$ cat src/sv/bev_ray_cast_range_defines.svh
// ---------------------------------------------------------------------------
// Ray cast range assertion macros
// Shared concurrent assertion forms for the ray cast blocks.
// ---------------------------------------------------------------------------
`ifndef BEV_RAY_CAST_RANGE_DEFINES_SVH
`define BEV_RAY_CAST_RANGE_DEFINES_SVH

// implication checked on every clock edge outside reset
`define BRC_ASSERT_IMPL(label, clk_s, rstn_s, ante, cons, msg) \
    label: assert property (@(posedge clk_s) disable iff (!rstn_s) (ante) |-> (cons)) \
        else $error(msg);

// next-cycle implication
`define BRC_ASSERT_NEXT(label, clk_s, rstn_s, ante, cons, msg) \
    label: assert property (@(posedge clk_s) disable iff (!rstn_s) (ante) |=> (cons)) \
        else $error(msg);

`endif

$ cat src/sv/brc_pkg.sv
// ---------------------------------------------------------------------------
// Ray cast range package
// Sizes, fixed-point constants, CORDIC table and control structs.
// ---------------------------------------------------------------------------
package brc_pkg;

    localparam int DEF_IMG_WIDTH      = 256;
    localparam int DEF_IMG_HEIGHT     = 256;
    localparam int DEF_MAX_RAYS       = 1024;
    localparam int DEF_MAX_STEP_LIMIT = 1023;

    localparam int CFG_IDX_W  = 3;
    localparam int CFG_DATA_W = 16;

    localparam logic [CFG_IDX_W-1:0] REG_IMAGE_WIDTH  = 3'd0;
    localparam logic [CFG_IDX_W-1:0] REG_IMAGE_HEIGHT = 3'd1;
    localparam logic [CFG_IDX_W-1:0] REG_EGO_X        = 3'd2;
    localparam logic [CFG_IDX_W-1:0] REG_EGO_Y        = 3'd3;
    localparam logic [CFG_IDX_W-1:0] REG_MAX_STEPS    = 3'd4;
    localparam logic [CFG_IDX_W-1:0] REG_RAY_COUNT    = 3'd5;
    localparam logic [CFG_IDX_W-1:0] REG_ANGLE_START  = 3'd6;
    localparam logic [CFG_IDX_W-1:0] REG_ANGLE_STEP   = 3'd7;

    localparam logic FUNC_WRITE = 1'b0;
    localparam logic FUNC_CAST  = 1'b1;

    localparam logic [7:0] PIXEL_THRESHOLD = 8'd128;

    localparam int CORDIC_STEPS = 16;
    localparam int CORDIC_IT_W  = 4;
    localparam int CORDIC_W     = 34;  // Q.30 plus headroom
    localparam int ZW           = 28;
    localparam int ANG_W        = 32;

    // angle modulo: one compare and subtract per cycle, 2*pi shifted down from 2^7
    localparam int MOD_STEPS = 8;
    localparam int MOD_CNT_W = 4;

    localparam logic signed [CORDIC_W-1:0] CORDIC_K = 34'sd652032874;
    localparam logic signed [ANG_W-1:0] TWO_PI_Q13  = 32'sd51472;
    localparam logic signed [ANG_W-1:0] PI_Q13      = 32'sd25736;
    localparam logic signed [ANG_W-1:0] HALF_PI_Q13 = 32'sd12868;

    function automatic logic signed [ZW-1:0] atan_lut(input logic [CORDIC_IT_W-1:0] i);
        logic signed [ZW-1:0] v;
        begin
            unique case (i)
                4'd0:  v = 28'sd13176795;
                4'd1:  v = 28'sd7778716;
                4'd2:  v = 28'sd4110060;
                4'd3:  v = 28'sd2086331;
                4'd4:  v = 28'sd1047214;
                4'd5:  v = 28'sd524117;
                4'd6:  v = 28'sd262123;
                4'd7:  v = 28'sd131069;
                4'd8:  v = 28'sd65536;
                4'd9:  v = 28'sd32768;
                4'd10: v = 28'sd16384;
                4'd11: v = 28'sd8192;
                4'd12: v = 28'sd4096;
                4'd13: v = 28'sd2048;
                4'd14: v = 28'sd1024;
                default: v = 28'sd512;
            endcase
            return v;
        end
    endfunction

    // controller to datapath
    typedef struct packed {
        logic write_pixel;  // store input pixel bit
        logic load_ray;     // latch ray index, form angle
        logic mod_step;     // one compare and subtract of the angle modulo
        logic reduce;       // fold angle, seed CORDIC
        logic rotate;       // one CORDIC iteration
        logic finish_dir;   // round and form direction
        logic step_init;    // r = 1
        logic step_issue;   // compute position, read memory
        logic step_eval;    // look at memory bit
        logic set_miss_out; // load result register
    } brc_cmd_t;

    // datapath to controller
    typedef struct packed {
        logic ray_valid;    // index in range
        logic mod_done;     // angle reduced below 2*pi
        logic cordic_last;
        logic limit_zero;
        logic pos_outside;  // last issued position left the image
        logic pix_set;      // memory bit at issued position
        logic last_step;    // r == limit
    } brc_status_t;

endpackage

$ cat src/sv/brc_control.sv
// ---------------------------------------------------------------------------
// Ray cast controller
// Sequences pixel writes, CORDIC iterations and the ray walk; owns handshakes.
// ---------------------------------------------------------------------------
`include "bev_ray_cast_range_defines.svh"

module brc_control (
    input  logic                 clk,
    input  logic                 rst_n,
    input  logic                 in_valid,
    output logic                 in_stall,
    input  logic                 func,
    output logic                 out_valid,
    input  logic                 out_stall,
    input  brc_pkg::brc_status_t status,
    output brc_pkg::brc_cmd_t    cmd
);
    import brc_pkg::*;

    typedef enum logic [6:0] {
        ST_IDLE   = 7'b0000001,
        ST_REDUCE = 7'b0000010,
        ST_ROTATE = 7'b0000100,
        ST_DIR    = 7'b0001000,
        ST_ISSUE  = 7'b0010000,
        ST_EVAL   = 7'b0100000,
        ST_OUT    = 7'b1000000
    } state_t;

    state_t state_reg, state_next;
    logic   out_valid_reg, out_valid_next;
    logic   accept;
    logic   out_blocked;

    // a finished word waiting in the output register only blocks the next cast
    assign in_stall    = (state_reg != ST_IDLE) || (out_valid_reg && func == FUNC_CAST);
    assign accept      = in_valid && !in_stall;
    assign out_valid   = out_valid_reg;
    assign out_blocked = out_valid_reg && out_stall;

    always_comb
    begin
        state_next     = state_reg;
        out_valid_next = out_valid_reg && out_stall;
        cmd            = '0;
        unique case (state_reg)
            ST_IDLE:
            begin
                if (accept && func == FUNC_WRITE)
                    cmd.write_pixel = 1'b1;
                else if (accept && status.ray_valid)
                begin
                    cmd.load_ray = 1'b1;
                    state_next   = ST_REDUCE;
                end
            end
            ST_REDUCE:
            begin
                // subtract each shifted 2*pi that fits, down to 2*pi itself, then seed
                if (status.mod_done)
                begin
                    cmd.reduce = 1'b1;
                    state_next = ST_ROTATE;
                end
                else
                    cmd.mod_step = 1'b1;
            end
            ST_ROTATE:
            begin
                cmd.rotate = 1'b1;
                if (status.cordic_last)
                    state_next = ST_DIR;
            end
            ST_DIR:
            begin
                cmd.finish_dir = 1'b1;
                cmd.step_init  = 1'b1;
                state_next     = status.limit_zero ? ST_OUT : ST_ISSUE;
            end
            ST_ISSUE:
            begin
                cmd.step_issue = 1'b1;
                state_next     = ST_EVAL;
            end
            ST_EVAL:
            begin
                cmd.step_eval = 1'b1;
                if (status.pos_outside || status.pix_set || status.last_step)
                begin
                    cmd.set_miss_out = 1'b1;
                    out_valid_next   = 1'b1;
                    state_next       = ST_IDLE;
                end
                else
                    state_next = ST_ISSUE;
            end
            default:
            begin
                // zero step limit: plain miss
                cmd.set_miss_out = 1'b1;
                out_valid_next   = 1'b1;
                state_next       = ST_IDLE;
            end
        endcase
    end

    always_ff @(posedge clk or negedge rst_n)
    begin
        if (!rst_n)
        begin
            state_reg     <= ST_IDLE;
            out_valid_reg <= 1'b0;
        end
        else
        begin
            state_reg     <= state_next;
            out_valid_reg <= out_valid_next;
        end
    end

    `BRC_ASSERT_IMPL(a_one_hot, clk, rst_n, 1'b1, $onehot(state_reg), "state not one-hot")
    `BRC_ASSERT_IMPL(a_no_overwrite, clk, rst_n, cmd.set_miss_out, !out_blocked, "word lost")
    `BRC_ASSERT_NEXT(a_cast_starts, clk, rst_n, cmd.load_ray, state_reg == ST_REDUCE, "cast did not start")
    `BRC_ASSERT_IMPL(a_busy_stalls, clk, rst_n, state_reg != ST_IDLE, in_stall, "input taken while busy")

endmodule

$ cat config.mk
export PLATFORM = sky130hd
export DESIGN_NAME = brc_control
export DESIGN_NICKNAME = d
export VERILOG_FILES = /design/src/sv/brc_pkg.sv /design/src/sv/brc_control.sv
export VERILOG_INCLUDE_DIRS = /design/src /design/src/sv
export SDC_FILE = /design/constraint.sdc
export NUM_CORES = 1
export LEC_CHECK = 0
export BUFFER_PORTS_ARGS = -buffer_cell sky130_fd_sc_hd__buf_2
export CAP_MARGIN = 20
export CORE_AREA = 2 2 39 41
export CTS_BUF_LIST = sky130_fd_sc_hd__clkbuf_8
export CTS_CLUSTER_DIAMETER = 80
export DETAILED_ROUTE_END_ITERATION = 12
export DIE_AREA = 0 0 41 43
export GPL_ROUTABILITY_DRIVEN = 1
export PLACE_DENSITY = 0.75
export SLEW_MARGIN = 25
export SYNTH_ARGS = -nofsm -noshare
export SYNTH_HDL_FRONTEND = slang
export SYNTH_SLANG_ARGS = --single-unit
$ cat constraint.sdc
create_clock -name clk -period 1.7 [get_ports clk]
set_input_delay 0.34 -clock clk [delete_from_list [all_inputs] [get_ports clk]]
set_output_delay 0.34 -clock clk [all_outputs]
set_load 0.02 [all_outputs]
== Word level (Yosys, flattened, before mapping) ==
Cells that the tools add are included.

* Flip-flop bits (word level): 8
* Input bits: 12
* Output and inout bits: 12
* Logic and storage cells: 47

* Equality and inequality tests: 11
* Multiplexer cells: 22
* Bitwise gates (word level): 1
* Reduce and logical (&&, ||, !) cells: 11

{| class="wikitable"
|+ Operator list
! operator !! count
|-
| one-hot mux 7 bit (6 select lines) || 1
|-
| 2-to-1 mux 7 bit || 5
|-
| 2-to-1 mux 1 bit || 10
|-
| inequality test 2 bit, second input constant || 4
|-
| == test 7 x 1 -> 1 bit, second input constant || 1
|-
| == test 7 x 2 -> 1 bit, second input constant || 1
|-
| == test 7 x 3 -> 1 bit, second input constant || 1
|-
| == test 7 x 4 -> 1 bit, second input constant || 1
|-
| == test 7 x 5 -> 1 bit, second input constant || 1
|-
| == test 7 x 6 -> 1 bit, second input constant || 1
|-
| inequality test 7 x 1 -> 1 bit, second input constant || 1
|-
| 2-to-1 mux 2 bit || 3
|-
| logical AND 1 bit || 5
|-
| 2-to-1 mux 5 bit || 1
|-
| OR reduction 5 bit || 1
|-
| one-hot mux 1 bit (2 select lines) || 2
|-
| AND reduction 4 bit || 1
|-
| logical OR 1 bit || 3
|-
| zero test 1 bit || 1
|-
| inverter 1 bit || 1
|}

== Logic depth before layout (Yosys ltp) ==
Gate-level depths: netlist of run 1.

* Depth in word-level cells: 8
* Depth in mapped cells: 4

== Worst setup path before layout of run 1 ==
No wires, ideal clock.

* Path kind: register -> output
* Start point: register state_reg[3]
* End point: output port cmd[9] (netlist name)
* Arrival: 1.531 ns
* Required time: 1.360 ns
* Setup slack: -0.171 ns
* Cell stages (with the launch flop): 4
* Path through: dfrtp_1 nor3_2 nand4b_1 nor3b_1

{| class="wikitable"
|+ RTL lines
! item !! line !! source
|-
| from (decl) || brc_control.sv:30 || <nowiki>state_t state_reg, state_next;</nowiki>
|-
| from (signal assigned) || brc_control.sv:116 || <nowiki>state_reg <= state_next;</nowiki>
|-
| to (decl) || brc_control.sv:16 || <nowiki>output brc_pkg::brc_cmd_t cmd</nowiki>
|}

==> flow_summary.toml, run 1 <==
[finish]
fin_area_um2 = 970
fin_util = 0.701
layout-drive-gt1-share = 0.620
largest_reg_flops = 7
num-nets-final = 113
antennaDiodeCount = 0
area_growth_pct = 81.5

[timing]
maxSlewViolCount = 0
period_needed_ns = 1.98
setup_tns_ns = -1.41
rsz0062_at_grt = "true"
timing.final.crit_share = 1.17
worst_slack_ns = -0.282
setup_violations = 11
relSlewSlack = 0.806
fmax_mhz = 504
fin_skew_ns = 0.00122
hold_violations = 0
worstMarginPinSlew_ns = 0.292

[detailed_routing]
drt-initial-drc-count = 13
ant_nets = 0
wl_met2_um = 963
drt-met1-wl_um = 716
top_layer = "met4"
wl_per_cell_um = 15.7
vias = 614
route.detailed.drc = 0
dr.pass1.iters = 4
vias_per_cell = 5.29
drt-total-wl_um = 1820
met3_length_um = 56

[worst_setup_path]
rr_endpoint = "state_reg[2]"
crit_fanout = 5
r2r_start = "state_reg[1]"
r2r_cells = 8
cp-start-kind = "flop"
arrival_ns = 1.64
critPathKind = "flop to primary output"
required_ns = 1.36
endpoint_kind = "primary output"
r2r_setup_slack_ns = -0.04

[status]
status = "finished, violations left"
violations = "negative setup slack"

[clock_tree]
clk_pin_slew_ns = 0.05
cts_num_sinks = 8
cts_root_buf = "clkbuf_8"
clk_latency_ns = 0.23
tritoncts = "built"
h-tree-depth = 1
clk_path_buf_depth = 2
cts_made_buffers = 3

[global_route]
grt_overflow = 0
gr-usage-all-layers = 0.243
grt_pass1_wl_um = 2790
grt_pass1_vias = 639
grt_max_degree = 9
grt_antenna_before_repair = 0

[worst_hold_path]
hold_depth = 2
hold_start = "status[4]"
worstHoldPathType = "input port to flop"
holdPathEnd = "state_reg[2]"

[yosys]
synth_nets = 65
avgSynthCellArea_um2 = 10.1
yosysSeqAreaShare = 0.377
synth_area_um2 = 534
synth_seq_cells = 8
synth_top_area_share = 0.328
yosys.area.top_type = "dfrtp_1"
synth_edf_count = 0
ys_dominant_reg_cell = "dfrtp_1"
synthTopCellsByArea = "dfrtp_1, dfstp_2, nor2_1"
syn_inst = 53
ys_warn_count = 0
async_flop_share = 1.00
yosys.cell_types.count = 32

[place]
routabilityCongestion = 0.738
dpl.hpwl_um = 1070
port_buffers = 23
placed_area_um2 = 751

[floorplan]
die_h_um = 43
ios = 24
die-area_mm2 = 0.00176
initial_core_util = 0.386
core-area_mm2 = 0.00138
rows = 14
dieWidth_um = 41

[pwr]
leakage_uw = 0.000511
power_density_mw_per_mm2 = 954
irDropWorstVdd_v = 0.000553

[flow_run]
cap_viol_max_count = 0
==> critical path, cell delays in order (launching register included) <==
cell and delay [ns]:
dfrtp_1 0.39, buf_4 0.16, nor4b_4 0.26, a221oi_2 0.08
o311ai_2 0.27, nand2_1 0.08, buf_2 0.17
==> report_power, final <==
group          switching, µW  internal [µW]
Clock                   87.9            158
Combinational            226            200
Sequential              30.3            224
Total                    344            581
==> cells in the mapped netlist, types with 2 or more instances <==
| cell type | n |
|---|---|
| nand3_1 | 2 |
| nand4b_1 | 2 |
| inv_1 | 4 |
| nor2_1 | 6 |
| nand2b_1 | 2 |
| o22ai_1 | 2 |
| and4b_1 | 2 |
| nand2_1 | 3 |
| dfrtp_1 | 7 |
==> stage by stage <==
stage	setup WS (ns)	cells	power, µW	hold slack [ns]
detailed placement	-0.0194	102	596	0.196
floorplan	0.000212	53	460	0.0444
global placement	0.0169	102	584	0.197
global route	-0.371	116	971	0.340
finish	-0.282	116	925	0.336
CTS	-0.256	116	886	0.321
==> area by class of cell <==
class | instances | area (µm²)
fillers | 102 | 414
repair buffers | 44 | 334
well taps | 16 | 20.0
multi-input cells | 40 | 353
inverters | 4 | 15.0
clock inverters | 1 | 3.75
flip-flops and latches | 8 | 203
clock buffers | 3 | 41.3
==> layer usage <==
metal / global-route usage / vias up
li1: - / 292
met1: 0.269 / 296
met2: 0.372 / 18
met3: 0.0681 / 8
met4: 0.180 / 0
met5: 0 / -
==> cell usage in the layout (no fill, tap or decap), drive strengths merged <==
| master | netlist | final |
|---|---|---|
| nand2 | 3 | 3 |
| nand2b | 2 | 2 |
| o211ai | 1 | 1 |
| nor4b | 1 | 1 |
| nor2 | 7 | 7 |
| nor3 | 2 | 2 |
| and3b | 1 | 1 |
| o311ai | 1 | 1 |
| mux2i | 1 | 1 |
| clkbuf | 0 | 3 |
| and3 | 1 | 1 |
| nor4 | 1 | 1 |
| dfstp | 1 | 1 |
| nand4b | 2 | 2 |
| nand3 | 2 | 2 |
| nand3b | 1 | 1 |
| and4b | 2 | 2 |
| o22ai | 2 | 2 |
| o2bb2a | 1 | 1 |
| nand4 | 1 | 1 |
| and2 | 1 | 1 |
| dfrtp | 7 | 7 |
| a22o | 1 | 1 |
| buf | 1 | 43 |
| or2 | 1 | 1 |
| inv | 4 | 5 |
| xor2 | 1 | 1 |
| nor3b | 1 | 1 |
| a21o | 1 | 1 |
| nor2b | 1 | 1 |
| a221oi | 1 | 1 |
| dlygate4sd3 | 0 | 1 |
==> what timing repair did <==
item | CTS | global route
hold buffers | 1 | 0
gates resized for setup | 16 | 12
setup endpoints to repair | 9 | 13
endpoints found under the hold margin | 7 | 0
pin swaps | 7 | 2
buffers inserted | 9 | 0
==> worst max path at each step <==
| stage | start | endpoint | slack, ns | depth (start not counted) |
|---|---|---|---|---|
| 5_1_grt | state_reg[3] | cmd[0] | -0.37 | 6 |
| 3_3_place_gp | state_reg[3] | cmd[0] | 0.02 | 6 |
| 4_1_cts | state_reg[3] | cmd[0] | -0.26 | 6 |
| 6_report | state_reg[3] | cmd[0] | -0.28 | 6 |
| 3_5_place_dp | state_reg[3] | cmd[0] | -0.02 | 6 |
| 2_1_floorplan | state_reg[3] | cmd[9] | 0.0002 | 3 |
==> cell families after synthesis <==
logic type | Yosys count | share of synthesized area
compound gates | 8 | 0.173
mux | 1 | 0.0187
simple gates | 30 | 0.372
buf+inv | 5 | 0.0422
xor+xnor | 1 | 0.0164
flops | 8 | 0.377
No activity file was read; power rests on OpenSTA's default activity.
==> inputs of run 2 (changes only) <==
Settings changed: CELL_PAD_IN_SITES_DETAIL_PLACEMENT from default to 1, CELL_PAD_IN_SITES_GLOBAL_PLACEMENT from default to 2, CORE_AREA 2 2 39 41 to default, CORE_UTILIZATION from default to 27, DIE_AREA 0 0 41 43 to default, PLACE_DENSITY 0.75 to 0.84.
==> run 2 against run 1 <==
The run still ends with negative setup slack left. Combinational power up 17%. Routed wire length is 11% higher. Utilization fell by 12 points. Sequential share of layout area fell by 0.93 points. Clock skew is 0.0080 ns higher. Largest cell class is now buffers. Highest routed layer unchanged.
==> flow_summary.toml, run 2 (synthesis results as in run 1) <==
[clock_tree]
clk_pin_slew_ns = 0.05
tritoncts = "built"
h-tree-depth = 1
cts_num_sinks = 8
clk_path_buf_depth = 2
clk_latency_ns = 0.24
cts_root_buf = "clkbuf_8"
cts_made_buffers = 3

[detailed_routing]
wl_per_cell_um = 15.8
vias = 618
drt-initial-drc-count = 4
route.detailed.drc = 0
drt-total-wl_um = 2010
ant_nets = 0
dr.pass1.iters = 4
vias_per_cell = 4.87

[floorplan]
die-area_mm2 = 0.00216
core-area_mm2 = 0.00178
ios = 24
dieWidth_um = 46.5
die_h_um = 46.5
initial_core_util = 0.300
rows = 15

[finish]
fillCellCount = 208
area_growth_pct = 92.3
stdcell_count = 127
layout_commonest_cell = "buf_4"
num-nets-final = 115
largest_reg_flops = 7
layout-drive-gt1-share = 0.667
antennaDiodeCount = 0
final_cell_mix = "buf_4, buf_6, buf_2"

[timing]
worstMarginPinSlew_ns = 0.283
rsz0062_at_grt = "true"
maxSlewViolCount = 0
timing.final.crit_share = 1.20
worst_slack_ns = -0.339
period_needed_ns = 2.04
fmax_mhz = 490
fin_skew_ns = 0.00924
relSlewSlack = 0.811
setup_violations = 11
hold_violations = 0

[worst_setup_path]
cp-start-kind = "flop"
arrival_ns = 1.70
critPathKind = "flop to primary output"
crit_fanout = 3
endpoint_kind = "primary output"
required_ns = 1.36

[place]
pre_cts_ws_ns = -0.0441
routabilityCongestion = 0.738
port_buffers = 23
place_inst = 109
dpl.hpwl_um = 1170

[worst_hold_path]
worstHoldPathType = "input port to flop"

[global_route]
grt_overflow = 0
grt_max_degree = 9
grt_pass1_vias = 638
grt_antenna_before_repair = 0
grt_pass1_wl_um = 2990
gr-usage-all-layers = 0.209

[pwr]
irDropWorstVdd_v = 0.000633
power_density_mw_per_mm2 = 972
p_total_uw = 998
leakage_uw = 0.000524

[status]
status = "finished, violations left"
violations = "negative setup slack"

[flow_run]
cap_viol_max_count = 0
run 2: routing by layer:
| layer | GRT usage | wire length [µm] | vias up |
|---|---|---|---|
| li1 | - | - | 293 |
| met1 | 0.238 | 785 | 303 |
| met2 | 0.344 | 1100 | 16 |
| met3 | 0.0863 | 68 | 6 |
| met4 | 0.0765 | 62 | 0 |
| met5 | 0 | 0 | - |
run 2: report_power, final:
part	total, µW	switching, µW	internal [µW]
combinational	497	238	260
sequential	260	35.4	224
clock	242	84.4	157
run 2: worst max-delay path: stages (launching register included):
cell	delay, ns
dfrtp_1	0.42
buf_6	0.15
nor4b_4	0.24
a221oi_2	0.08
o311ai_2	0.28
nand2_1	0.14
buf_6	0.15
run 2: layout make-up:
type	instances	area, µm²	share of cell area
clock buffer	3	41.3	0.0402
clock inverter	1	3.75	0.00365
inverter	4	15.0	0.0146
multi-input combinational	40	364	0.354
sequential	8	205	0.200
tap	25	31.3	0.0305
timing repair buffer	46	367	0.357
run 2: stage by stage:
stage,hold slack (ns),area (µm²),setup TNS (ns),util
2_1_floorplan,0.0444,541,0,-
6_report,0.322,1030,-1.84,0.576
5_1_grt,0.339,1030,-2.86,0.576
4_1_cts,0.301,947,-1.72,0.531
3_5_place_dp,0.197,747,-0.106,0.419
3_3_place_gp,0.195,747,-0.00512,0.419
run 2: repair_timing:
item | CTS | global route
hold buffers | 1 | 0
buffers inserted | 12 | 2
gates resized for setup | 15 | 22
pin swaps | 10 | 5
setup endpoints to repair | 10 | 13
hold endpoints to repair | 7 | 0
run 2: final timing paths:
path | from | end | slack, ns | depth (start not counted)
max | state_reg[2] | cmd[0] | -0.34 | 6
min | status[5] | state_reg[1] | 0.32 | 2
max reg2reg | state_reg[5] | state_reg[2] | -0.06 | 8
min reg2reg | state_reg[0] | state_reg[0] | 0.57 | 2
max in group asynchronous | rst_n | state_reg[0] | 0.97 | 2
min in group asynchronous | rst_n | state_reg[6] | 0.48 | 2
